**src/sv/dmzh_pkg.sv**
```systemverilog
// ----------------------------------------------------------------------------
// dmzh_pkg
// Shared types and constants for the dual motor zero homing core.
// ----------------------------------------------------------------------------
package dmzh_pkg;

    localparam int AngleW = 32;
    localparam int RefW   = 16;
    localparam int LimW   = 8;
    localparam int CfgW   = 16;

    // register indexes on the config port
    localparam logic CFG_DEBOUNCE_LIMIT = 1'b0;
    localparam logic CFG_SEARCH_SPEED   = 1'b1;

    // register reset values
    localparam logic [LimW-1:0]        DEBOUNCE_LIMIT_RST = 8'd5;
    localparam logic signed [RefW-1:0] SEARCH_SPEED_RST   = 16'sd1000;

    // input command codes
    typedef enum logic {
        CMD_INIT = 1'b0,
        CMD_TICK = 1'b1
    } cmd_t;

    // per-channel homing phase
    typedef enum logic [1:0] {
        PH_IDLE    = 2'd0,
        PH_RUNNING = 2'd1,
        PH_DONE    = 2'd2
    } phase_t;

    // one transfer into a channel
    typedef struct packed {
        logic              accept;
        cmd_t              cmd;
        logic              sw;
        logic [AngleW-1:0] angle;
    } chan_in_t;

    // one channel's result; ref_write sits in the lowest bit
    typedef struct packed {
        logic                     done;
        logic signed [AngleW-1:0] zero;
        logic signed [RefW-1:0]   ref_val;
        logic                     ref_write;
    } chan_res_t;

endpackage

```
**src/sv/dmzh_chan.sv**
```systemverilog
// ----------------------------------------------------------------------------
// dmzh_chan
// One homing channel: issues the search speed, debounces the index switch
// and captures the motor angle once the settled level flips.
// ----------------------------------------------------------------------------
module dmzh_chan (
    input  logic                                aclk,
    input  logic                                aresetn,
    input  dmzh_pkg::chan_in_t                  in_i,
    input  logic [dmzh_pkg::LimW-1:0]           debounce_limit,
    input  logic signed [dmzh_pkg::RefW-1:0]    search_speed,
    output dmzh_pkg::chan_res_t                 res_o
);
    import dmzh_pkg::*;

    phase_t              phase_reg,   phase_next;
    logic                cand_reg,    cand_next;
    logic                settled_reg, settled_next;
    logic [LimW-1:0]     count_reg,   count_next;
    logic [AngleW-1:0]   zero_reg,    zero_next;

    logic                run_cand;
    logic [LimW-1:0]     run_count;

    // next state and result for this transfer
    always_comb begin
        phase_next      = phase_reg;
        cand_next       = cand_reg;
        settled_next    = settled_reg;
        count_next      = count_reg;
        zero_next       = zero_reg;
        run_cand        = cand_reg;
        run_count       = count_reg;
        res_o.ref_write = 1'b0;
        res_o.ref_val   = '0;

        if (in_i.cmd == CMD_INIT) begin
            // latch switch level as settled, back to idle
            settled_next = in_i.sw;
            cand_next    = in_i.sw;
            phase_next   = PH_IDLE;
            count_next   = '0;
            zero_next    = '0;
        end else begin
            unique case (phase_reg)
                PH_IDLE: begin
                    res_o.ref_write = 1'b1;
                    res_o.ref_val   = search_speed;
                    phase_next      = PH_RUNNING;
                    count_next      = '0;
                end
                PH_RUNNING: begin
                    // saturating steady count, restart on a level change
                    if (in_i.sw == cand_reg) begin
                        if (count_reg < debounce_limit) begin
                            run_count = count_reg + LimW'(1);
                        end
                    end else begin
                        run_cand  = in_i.sw;
                        run_count = '0;
                    end
                    if (run_count >= debounce_limit && run_cand != settled_reg) begin
                        res_o.ref_write = 1'b1;
                        zero_next       = in_i.angle;
                        phase_next      = PH_DONE;
                        settled_next    = run_cand;
                        cand_next       = run_cand;
                        count_next      = '0;
                    end else begin
                        cand_next  = run_cand;
                        count_next = run_count;
                    end
                end
                default: ;  // done holds
            endcase
        end

        res_o.zero = zero_next;
        res_o.done = (phase_next != PH_IDLE) && (phase_next != PH_RUNNING);
    end

    // channel state, updated on each accepted transfer
    always_ff @(posedge aclk) begin
        if (!aresetn) begin
            phase_reg   <= PH_IDLE;
            cand_reg    <= 1'b0;
            settled_reg <= 1'b0;
            count_reg   <= '0;
            zero_reg    <= '0;
        end else if (in_i.accept) begin
            phase_reg   <= phase_next;
            cand_reg    <= cand_next;
            settled_reg <= settled_next;
            count_reg   <= count_next;
            zero_reg    <= zero_next;
        end
    end

    // a finishing tick always issues a zero reference
    a_finish_ref_zero: assert property (@(posedge aclk) disable iff (!aresetn)
        (in_i.accept && phase_reg == PH_RUNNING && phase_next == PH_DONE)
            |-> (res_o.ref_write && res_o.ref_val == '0))
        else $error("finish without zero reference");

    // a tick never leaves the done phase
    a_done_sticks: assert property (@(posedge aclk) disable iff (!aresetn)
        (in_i.accept && in_i.cmd == CMD_TICK && phase_reg == PH_DONE)
            |=> (phase_reg == PH_DONE && $stable(zero_reg)))
        else $error("done channel changed on a tick");

    // steady count never passes the debounce limit while running
    a_count_bound: assert property (@(posedge aclk) disable iff (!aresetn)
        (in_i.accept && $stable(debounce_limit) && phase_reg == PH_RUNNING
            && count_reg <= debounce_limit) |-> (count_next <= debounce_limit))
        else $error("steady count overran the limit");

endmodule

```
**src/sv/dual_motor_zero_homing_core.sv**
```systemverilog
// ----------------------------------------------------------------------------
// dual_motor_zero_homing_core
// Homes two motors against debounced index switches.
// ----------------------------------------------------------------------------
// Usage:
//   Input stream (s_*): one transfer per control step. s_tuser carries the
//   command (init or tick); s_tdata carries both switch levels and angles.
//   An init latches each switch level as settled and resets both channels;
//   a tick runs one control step of each channel.
//   Output stream (m_*): exactly one result transfer per input transfer,
//   with speed reference writes, captured zero angles and done flags.
//   Config port: cfg_wr_en writes cfg_wdata to the register at cfg_index
//   (0 debounce limit, 1 search speed) at the clock edge; no read-back.
// Output register and throughput:
//   The result is registered in the single output register on the input
//   transfer. One transfer per cycle is sustained while m_tready is high.
//   s_tready is high whenever the output register is empty or being taken,
//   so a stalled receiver holds the result and back-pressures the input.
// Reset:
//   aresetn (synchronous, active low) sets both channels idle with zero
//   captures, empties the output and restores limit 5 and speed 1000.
// ----------------------------------------------------------------------------
module dual_motor_zero_homing_core (
    input  logic                          aclk,
    input  logic                          aresetn,
    // input stream
    input  logic                          s_tvalid,
    output logic                          s_tready,
    input  logic [71:0]                   s_tdata,  // left_switch, left_angle,
                                                    // right_switch, right_angle
    input  logic                          s_tuser,  // command
    // result stream
    output logic                          m_tvalid,
    input  logic                          m_tready,
    output logic [103:0]                  m_tdata,  // left_ref_write, left_ref,
                                                    // left_zero, left_done,
                                                    // right_ref_write, right_ref,
                                                    // right_zero, right_done,
                                                    // all_done
    // config write port
    input  logic                          cfg_wr_en,
    input  logic                          cfg_index,
    input  logic [dmzh_pkg::CfgW-1:0]     cfg_wdata
);
    import dmzh_pkg::*;

    logic                     s_accept;
    chan_in_t                 left_in, right_in;
    chan_res_t                left_res, right_res;
    chan_res_t                left_res_reg, right_res_reg;
    logic                     all_done_reg;
    logic                     m_tvalid_reg;
    logic [LimW-1:0]          debounce_limit_reg;
    logic signed [RefW-1:0]   search_speed_reg;

    assign s_accept = s_tvalid && s_tready;
    assign s_tready = !m_tvalid_reg || m_tready;

    // unpack the input transfer per channel
    always_comb begin
        left_in.accept  = s_accept;
        left_in.cmd     = cmd_t'(s_tuser);
        left_in.sw      = s_tdata[0];
        left_in.angle   = s_tdata[32:1];
        right_in.accept = s_accept;
        right_in.cmd    = cmd_t'(s_tuser);
        right_in.sw     = s_tdata[33];
        right_in.angle  = s_tdata[65:34];
    end

    dmzh_chan u_left (
        .aclk           (aclk),
        .aresetn        (aresetn),
        .in_i           (left_in),
        .debounce_limit (debounce_limit_reg),
        .search_speed   (search_speed_reg),
        .res_o          (left_res)
    );

    dmzh_chan u_right (
        .aclk           (aclk),
        .aresetn        (aresetn),
        .in_i           (right_in),
        .debounce_limit (debounce_limit_reg),
        .search_speed   (search_speed_reg),
        .res_o          (right_res)
    );

    // config registers
    always_ff @(posedge aclk) begin
        if (!aresetn) begin
            debounce_limit_reg <= DEBOUNCE_LIMIT_RST;
            search_speed_reg   <= SEARCH_SPEED_RST;
        end else if (cfg_wr_en) begin
            unique case (cfg_index)
                CFG_DEBOUNCE_LIMIT: debounce_limit_reg <= cfg_wdata[LimW-1:0];
                CFG_SEARCH_SPEED:   search_speed_reg   <= cfg_wdata[RefW-1:0];
                default: ;
            endcase
        end
    end

    // output valid
    always_ff @(posedge aclk) begin
        if (!aresetn) begin
            m_tvalid_reg <= 1'b0;
        end else if (s_accept) begin
            m_tvalid_reg <= 1'b1;
        end else if (m_tready) begin
            m_tvalid_reg <= 1'b0;
        end
    end

    // output payload
    always_ff @(posedge aclk) begin
        if (s_accept) begin
            left_res_reg  <= left_res;
            right_res_reg <= right_res;
            all_done_reg  <= left_res.done && right_res.done;
        end
    end

    assign m_tvalid = m_tvalid_reg;
    assign m_tdata  = {3'b000, all_done_reg, right_res_reg, left_res_reg};

    // an init transfer yields a clean result with no writes or done flags
    a_init_result: assert property (@(posedge aclk) disable iff (!aresetn)
        (s_accept && s_tuser == CMD_INIT) |=>
            (m_tvalid && !left_res_reg.ref_write && !right_res_reg.ref_write
             && !left_res_reg.done && !right_res_reg.done && !all_done_reg
             && left_res_reg.zero == '0 && right_res_reg.zero == '0))
        else $error("init result not clean");

    // a reference write alongside done is the zero stop reference
    a_left_stop_ref: assert property (@(posedge aclk) disable iff (!aresetn)
        (m_tvalid && left_res_reg.ref_write && left_res_reg.done)
            |-> (left_res_reg.ref_val == '0))
        else $error("left stop reference not zero");

    a_right_stop_ref: assert property (@(posedge aclk) disable iff (!aresetn)
        (m_tvalid && right_res_reg.ref_write && right_res_reg.done)
            |-> (right_res_reg.ref_val == '0))
        else $error("right stop reference not zero");

endmodule
```
**config.mk**
```make
export PLATFORM = sky130hd
export DESIGN_NAME = dual_motor_zero_homing_core
export DESIGN_NICKNAME = d
export VERILOG_FILES = /design/src/sv/dmzh_pkg.sv /design/src/sv/dmzh_chan.sv /design/src/sv/dual_motor_zero_homing_core.sv
export SDC_FILE = /design/constraint.sdc
export NUM_CORES = 1
export LEC_CHECK = 0
export BUFFER_PORTS_ARGS = -buffer_cell sky130_fd_sc_hd__buf_2
export CAP_MARGIN = 20
export CORE_MARGIN = 10
export CORE_UTILIZATION = 37
export CTS_BUF_LIST = sky130_fd_sc_hd__clkbuf_16
export DETAILED_ROUTE_END_ITERATION = 7
export PLACE_DENSITY = 0.69
export SYNTH_ARGS = -nofsm -noshare
export SYNTH_HDL_FRONTEND = slang
export SYNTH_SLANG_ARGS = --single-unit
```
**constraint.sdc**
```tcl
create_clock -name aclk -period 5.47 [get_ports aclk]
set_input_delay 1.094 -clock aclk [delete_from_list [all_inputs] [get_ports aclk]]
set_output_delay 1.094 -clock aclk [all_outputs]
set_load 0.05 [all_outputs]
```
Yosys cells after proc, flatten, opt, wreduce, memory -nomap -nowiden
Cells that the tools add are included.
{ "totals": {"word_cells": 114, "ff_bits": 214, "out_inout_bits": 106, "in_bits": 95} }
{ "classes": {"n_mux": 48, "n_eq_ne": 14, "n_reduce_logical": 23, "addsub": 2, "n_bitwise": 1, "order_cmp": 4} }
{ "op_table": {"columns": ["operator", "count"], "rows": [
  ["$mux W32", 6],
  ["$mux W8", 12],
  ["$pmux W8 S2", 2],
  ["$mux W1", 20],
  ["$add A8 B1 Y8 const B", 2],
  ["$ge A8 B8 Y1", 2],
  ["$lt A8 B8 Y1", 2],
  ["$reduce_and A2 Y1", 8],
  ["$ne A2 B1 Y1 const B", 6],
  ["$mux W2", 4],
  ["$pmux W2 S2", 2],
  ["$logic_and A1 B1 Y1", 6],
  ["$ne A3 B1 Y1 const B", 2],
  ["$reduce_and A3 Y1", 2],
  ["$reduce_bool A2 Y1", 3],
  ["$eq A2 B1 Y1 const B", 2],
  ["$logic_not A2 Y1", 2],
  ["$pmux W1 S2", 2],
  ["$eq A1 B1 Y1", 2],
  ["$ne A1 B1 Y1", 2],
  ["$logic_not A1 Y1", 1],
  ["$logic_or A1 B1 Y1", 1],
  ["$not A1 Y1", 1]
]} }

Depth between registers and ports, before layout
{ "depth": {"ltp_word": 13, "ltp_mapped": 18, "mapped_depth_nobuf": 15} }

Modules after synthesis
A second synthesis with hierarchy kept.
{ "hier_totals": {"hier_cells": 902, "area_unflattened_um2": 9545.4} }
{ "by_module_without_submodules": {"columns": ["mod", "area_each_um2", "seq_area_each_um2", "cells_each", "n_inst"], "rows": [
  ["dual_motor_zero_homing_core", 4125.2, 3533.4, 219, 1],
  ["dmzh_chan at u_left", 2720.1, 880.8, 341, 1],
  ["dmzh_chan at u_right", 2700.1, 880.8, 342, 1]
]} }

Worst setup path after synthesis
No wires, ideal clock.
{ "synth_path": {"path_type": "input port to flip-flop", "startpoint": "in m_tready", "endpoint": "reg u_right.count_reg[0]", "t_required_ps": 5349, "arrival_ps": 4844, "setup_ps": 121, "setup_slack_ps": 504, "cell_stages": 6, "path_buffers": 0, "path_cell_list": "nand2b_1 nand2_1 inv_1 a21boi_1 a21oi_1 o21ai_1"} }
{ "synth_between": {"elab_chain_cells": 3} }
{ "synth_lines": {"columns": ["element", "line_no", "text"], "rows": [
  ["start, declared", "dual_motor_zero_homing_core.sv:34", "input logic m_tready,"],
  ["$logic_or A1 B1 Y1", "dual_motor_zero_homing_core.sv:57", "assign s_tready = !m_tvalid_reg || m_tready;"],
  ["$logic_and A1 B1 Y1", "dual_motor_zero_homing_core.sv:56", "assign s_accept = s_tvalid && s_tready;"],
  ["named net s_accept", "dual_motor_zero_homing_core.sv:47", "logic s_accept;"],
  ["$reduce_and A2 Y1 (no line)", null, null],
  ["end signal, assigned", "dmzh_chan.sv:94", "count_reg <= count_next;"],
  ["end, declared", "dmzh_chan.sv:19", "logic [LimW-1:0] count_reg, count_next;"]
]} }
The timed path passes the listed nets, and every way through them passes these cells.
A chain may end at the register's enable or synchronous reset.

==> summary.md <==
| Metric | Value |
|---|---|
| Max-slew violations | `0` |
| Initial Util | `0.375` |
| Final Wtd Congestion | `a little over 0.8` |
| Post-CTS Setup Inserts | `0` |
| Post-synth EDFFs | `101` |
| Psw | `around 950 µW` |
| Dpl hpwl | `around 16000 µm` |
| Setup WS post-layout | `1.06 ns` |
| Synth warn | `0` |
| Share of layout cells above drive strength 1 | `0.247` |
| Post-place setup slack | `about 1.1 ns` |
| Slew HR | `0.477` |
| Initial antenna violation count | `5` |
| Number of global-route vias before repair | `6853` |
| Area fraction in compound gates after synthesis | `0.130` |
| Post-Syn Area per Cell | `11.4 µm²` |
| Worst-case clock buffer depth | `3` |
| Total CTS buffers | `22` |
| CP max stage cell | `nand3_2` |
| First drt pass iteration count | `7` |
| Cell taking the most area after synthesis | `edfxtp_1` |
| Synthesized area | `9420 µm²` |
| CP endpoint kind | `flop` |
| Peak supply drop | `between 0.0002 and 0.00025 V` |
| Worst r2r src | `debounce_limit_reg[2]` |
| GRT overflow | `0` |
| CTS root buf | `clkbuf_16` |
| Placement Rows | `58` |
| # port buffers | `~190` |
| Largest net degree at the start of global routing | `68` |
| Crit path DAT | `between 4 and 5 ns` |
| First DRT Iteration DRCs | `just under 400` |
| Finished Layout Cells | `roughly 1400` |
| Design area | `11400 µm²` |
| Synth unique cells | `53` |
| Max Cap Viol | `0` |
| Chip Width | `180 µm` |
| Register area share after synthesis | `0.562` |
| Final antenna-violating net count | `0` |
| # fillers | `2320` |
| Post-Synth XOR/XNOR Area | `0.0129` |
| Clock transition at path regs | `~0.060 ns` |
| Hold Path Class | `reg2reg` |
| Setup TNS | `0 ns` |
| P&R area growth vs syn | `21.0%` |
| Synth Flop Type | `dfxtp_1` |
| CTS Sinks | `214` |
| Final Critical Period | `4.41 ns` |
| I/O Pins | `between 200 and 250` |
| Die H | `180 µm` |
| Largest stage delay, worst path | `0.57 ns` |
| Adder-cell share of the synthesized area | `0.0478` |
| Max FFs per register | `100` |
| Critical Path, Cell by Cell | `inv_1 > ha_1 > a211oi_1 > o21ai_0 > a211oi_1 > buf_4 > nand4_1 > xnor2_1 > and2_1 > ha_1 > nand4_1 > o31ai_4 > nand3_2 > buf_4 > mux2i_1 > nor2_1` |
| Clock Latency Late Sink | `0.50 ns` |
| Final period util | `0.805` |
| Cells after synthesis | `approximately 830` |
| Drc violations | `0` |
| Pwr Total | `3.65 mW` |
| Slew @ Worst Pin | `0.785 ns` |
| CP startpoint | `debounce_limit_reg[2]` |
| R2r endpoint | `m_tdata[78]` |
| Hold Path End | `debounce_limit_reg[5]` |
| H-tree depth | `1` |
| Pint | `2.70 mW` |
| Switching share of total power | `0.259` |
| Die ar. | `32200 µm²` |
| Placed Area | `10600 µm²` |
| Ys async rst share | `0` |
| Total routed wirelength | `approximately 23000 µm` |
| CTS tree | `built` |
| WP data required | `5.70 ns` |
| FF-to-FF setup slack | `between 1 and 1.5 ns` |
| Clk pwr share | `0.405` |
| First-pass GRT wire length | `36700 µm` |
| Placeable Area | `25100 µm²` |
| Reg2reg path depth | `16` |
| Nets@finish | `roughly 1100` |
| Crit-path max FO | `18` |
| GR Util All Layers | `0.136` |
| PD cells | `320 nW/µm²` |
| LEAKAGE | `4.85 nW` |
| Largest family of logic cells by synthesized area | `simple AND/OR/NAND/NOR gates` |
| RSZ-0062 raised after global routing | `no` |
| Top cells by area, synth | `edfxtp_1, dfxtp_1, mux2i_1` |
| Hold path cells | `2` |
| Hold_ws | `0.468 ns` |
| Vias per cell | `4.97` |
| HP Start | `debounce_limit_reg[5]` |
| Hold Vio Cnt, Final | `0` |
| Vias | `6771` |
| Setup Viol. Count Final | `0` |
| Skew final | `0.0114 ns` |
| WL/cell | `17.0 µm` |
| Hold_buf cts | `0` |
| Comb pwr share | `0.114` |
| Mux share of post-synthesis cell area | `0.0754` |
| Run status | `finished, final reports clean` |
| Resized cells post-CTS | `0` |
| Flop pwr share | `0.481` |
| Post-Route Utilization | `0.454` |
| Synth Area in Simple Gates | `0.133` |
| Fmax | `about 230 MHz` |
| Dpl cells | `1315` |
| Critical path type | `reg2reg` |
| Startpoint types | `flop` |
| Post-synth top area share | `0.322` |
| Yosys reg bits | `214` |
## Yosys cell counts, types with 2 or more instances
cell	instances
a2111oi_4	2
a211oi_1	7
a21boi_0	17
a21oi_1	23
a22o_1	67
a31oi_1	5
and2_1	40
and3_1	2
and4_1	2
buf_2	9
buf_4	9
buf_6	6
clkbuf_1	23
dfxtp_1	113
edfxtp_1	101
ha_1	36
inv_1	24
mux2i_1	71
nand2_1	76
nand2b_1	9
nand3_1	14
nand3b_1	4
nand4_1	10
nor2_1	93
nor2b_1	8
nor3_1	3
o21a_1	6
o21ai_0	10
o21ai_1	5
xnor2_1	8
xor2_1	4
## logic make-up (layout without fill, tap and decap cells)
group	after synthesis	after routing
multiplexers	71	71
AND/OR/NAND/NOR	266	266
adder cells (fa/ha/maj)	36	36
flip-flops	214	214
other	1	7
buffers and inverters	73	270
AO/OA/AOI/OAI	155	155
XOR/XNOR	13	13
## worst max-delay path, delay by kind of cell, from the launching register on
| kind | cells | cell delay (ns) |
|---|---|---|
| DFF | 1 | 0.29 |
| AOI/OAI and AO/OA | 4 | 0.96 |
| muxes | 1 | 0.18 |
| adders and majority gates | 2 | 0.58 |
| buffers and inverters | 3 | 0.83 |
| and+or+nand+nor | 5 | 1.09 |
| xor gates and xnor gates | 1 | 0.17 |
## layout make-up
cell class,count,area [µm²],share of cell area
antenna,4,10.0,0.000878
inverter,25,96.3,0.00845
clock buffer,23,576,0.0505
sequential,214,5300,0.464
multi-input combinational,544,3790,0.332
tap,330,413,0.0362
clock inverter,17,136,0.0120
timing repair buffer,205,1090,0.0954
## metal layers
layer,global-route usage,part of all wire,routed length (µm)
met1,0.165,0.44,10100
met2,0.233,0.49,11300
met3,0.0295,0.055,1270
met4,0.0470,0.023,537
met5,0,0,0
## cells in the final DEF (no fill, tap or decap), types with 5 or more instances in the layout
master	n
dfxtp_1	113
a21boi_0	17
clkbuf_16	23
inv_1	27
edfxtp_1	101
xnor2_1	8
o21ai_1	5
nor2b_1	7
o21ai_0	10
and2_1	40
a21oi_1	22
o21a_1	6
nand4_1	10
a211oi_1	7
buf_4	11
a22o_1	67
nand2_1	76
nand3_1	13
buf_2	191
a31oi_1	5
nor2_1	93
ha_1	36
mux2i_1	71
nand2b_1	9
## power by group through the flow
stage          Combinational, mW  Clock (mW)  Sequential, mW
2_1_floorplan              0.151           0            1.93
3_3_place_gp               0.410           0            1.79
3_5_place_dp               0.415           0            1.79
4_1_cts                    0.416        1.51            1.75
5_1_grt                    0.447        1.57            1.76
6_report                   0.416        1.48            1.75
## how the worst max path moves through the flow
stage | endpoint
after global placement | m_tdata[93]
after CTS | m_tdata[86]
final | m_tdata[78]
after detailed placement | m_tdata[78]
after global routing | m_tdata[67]
after floorplan | u_right.count_reg[0]
No activity file was read; power rests on OpenSTA's default activity.
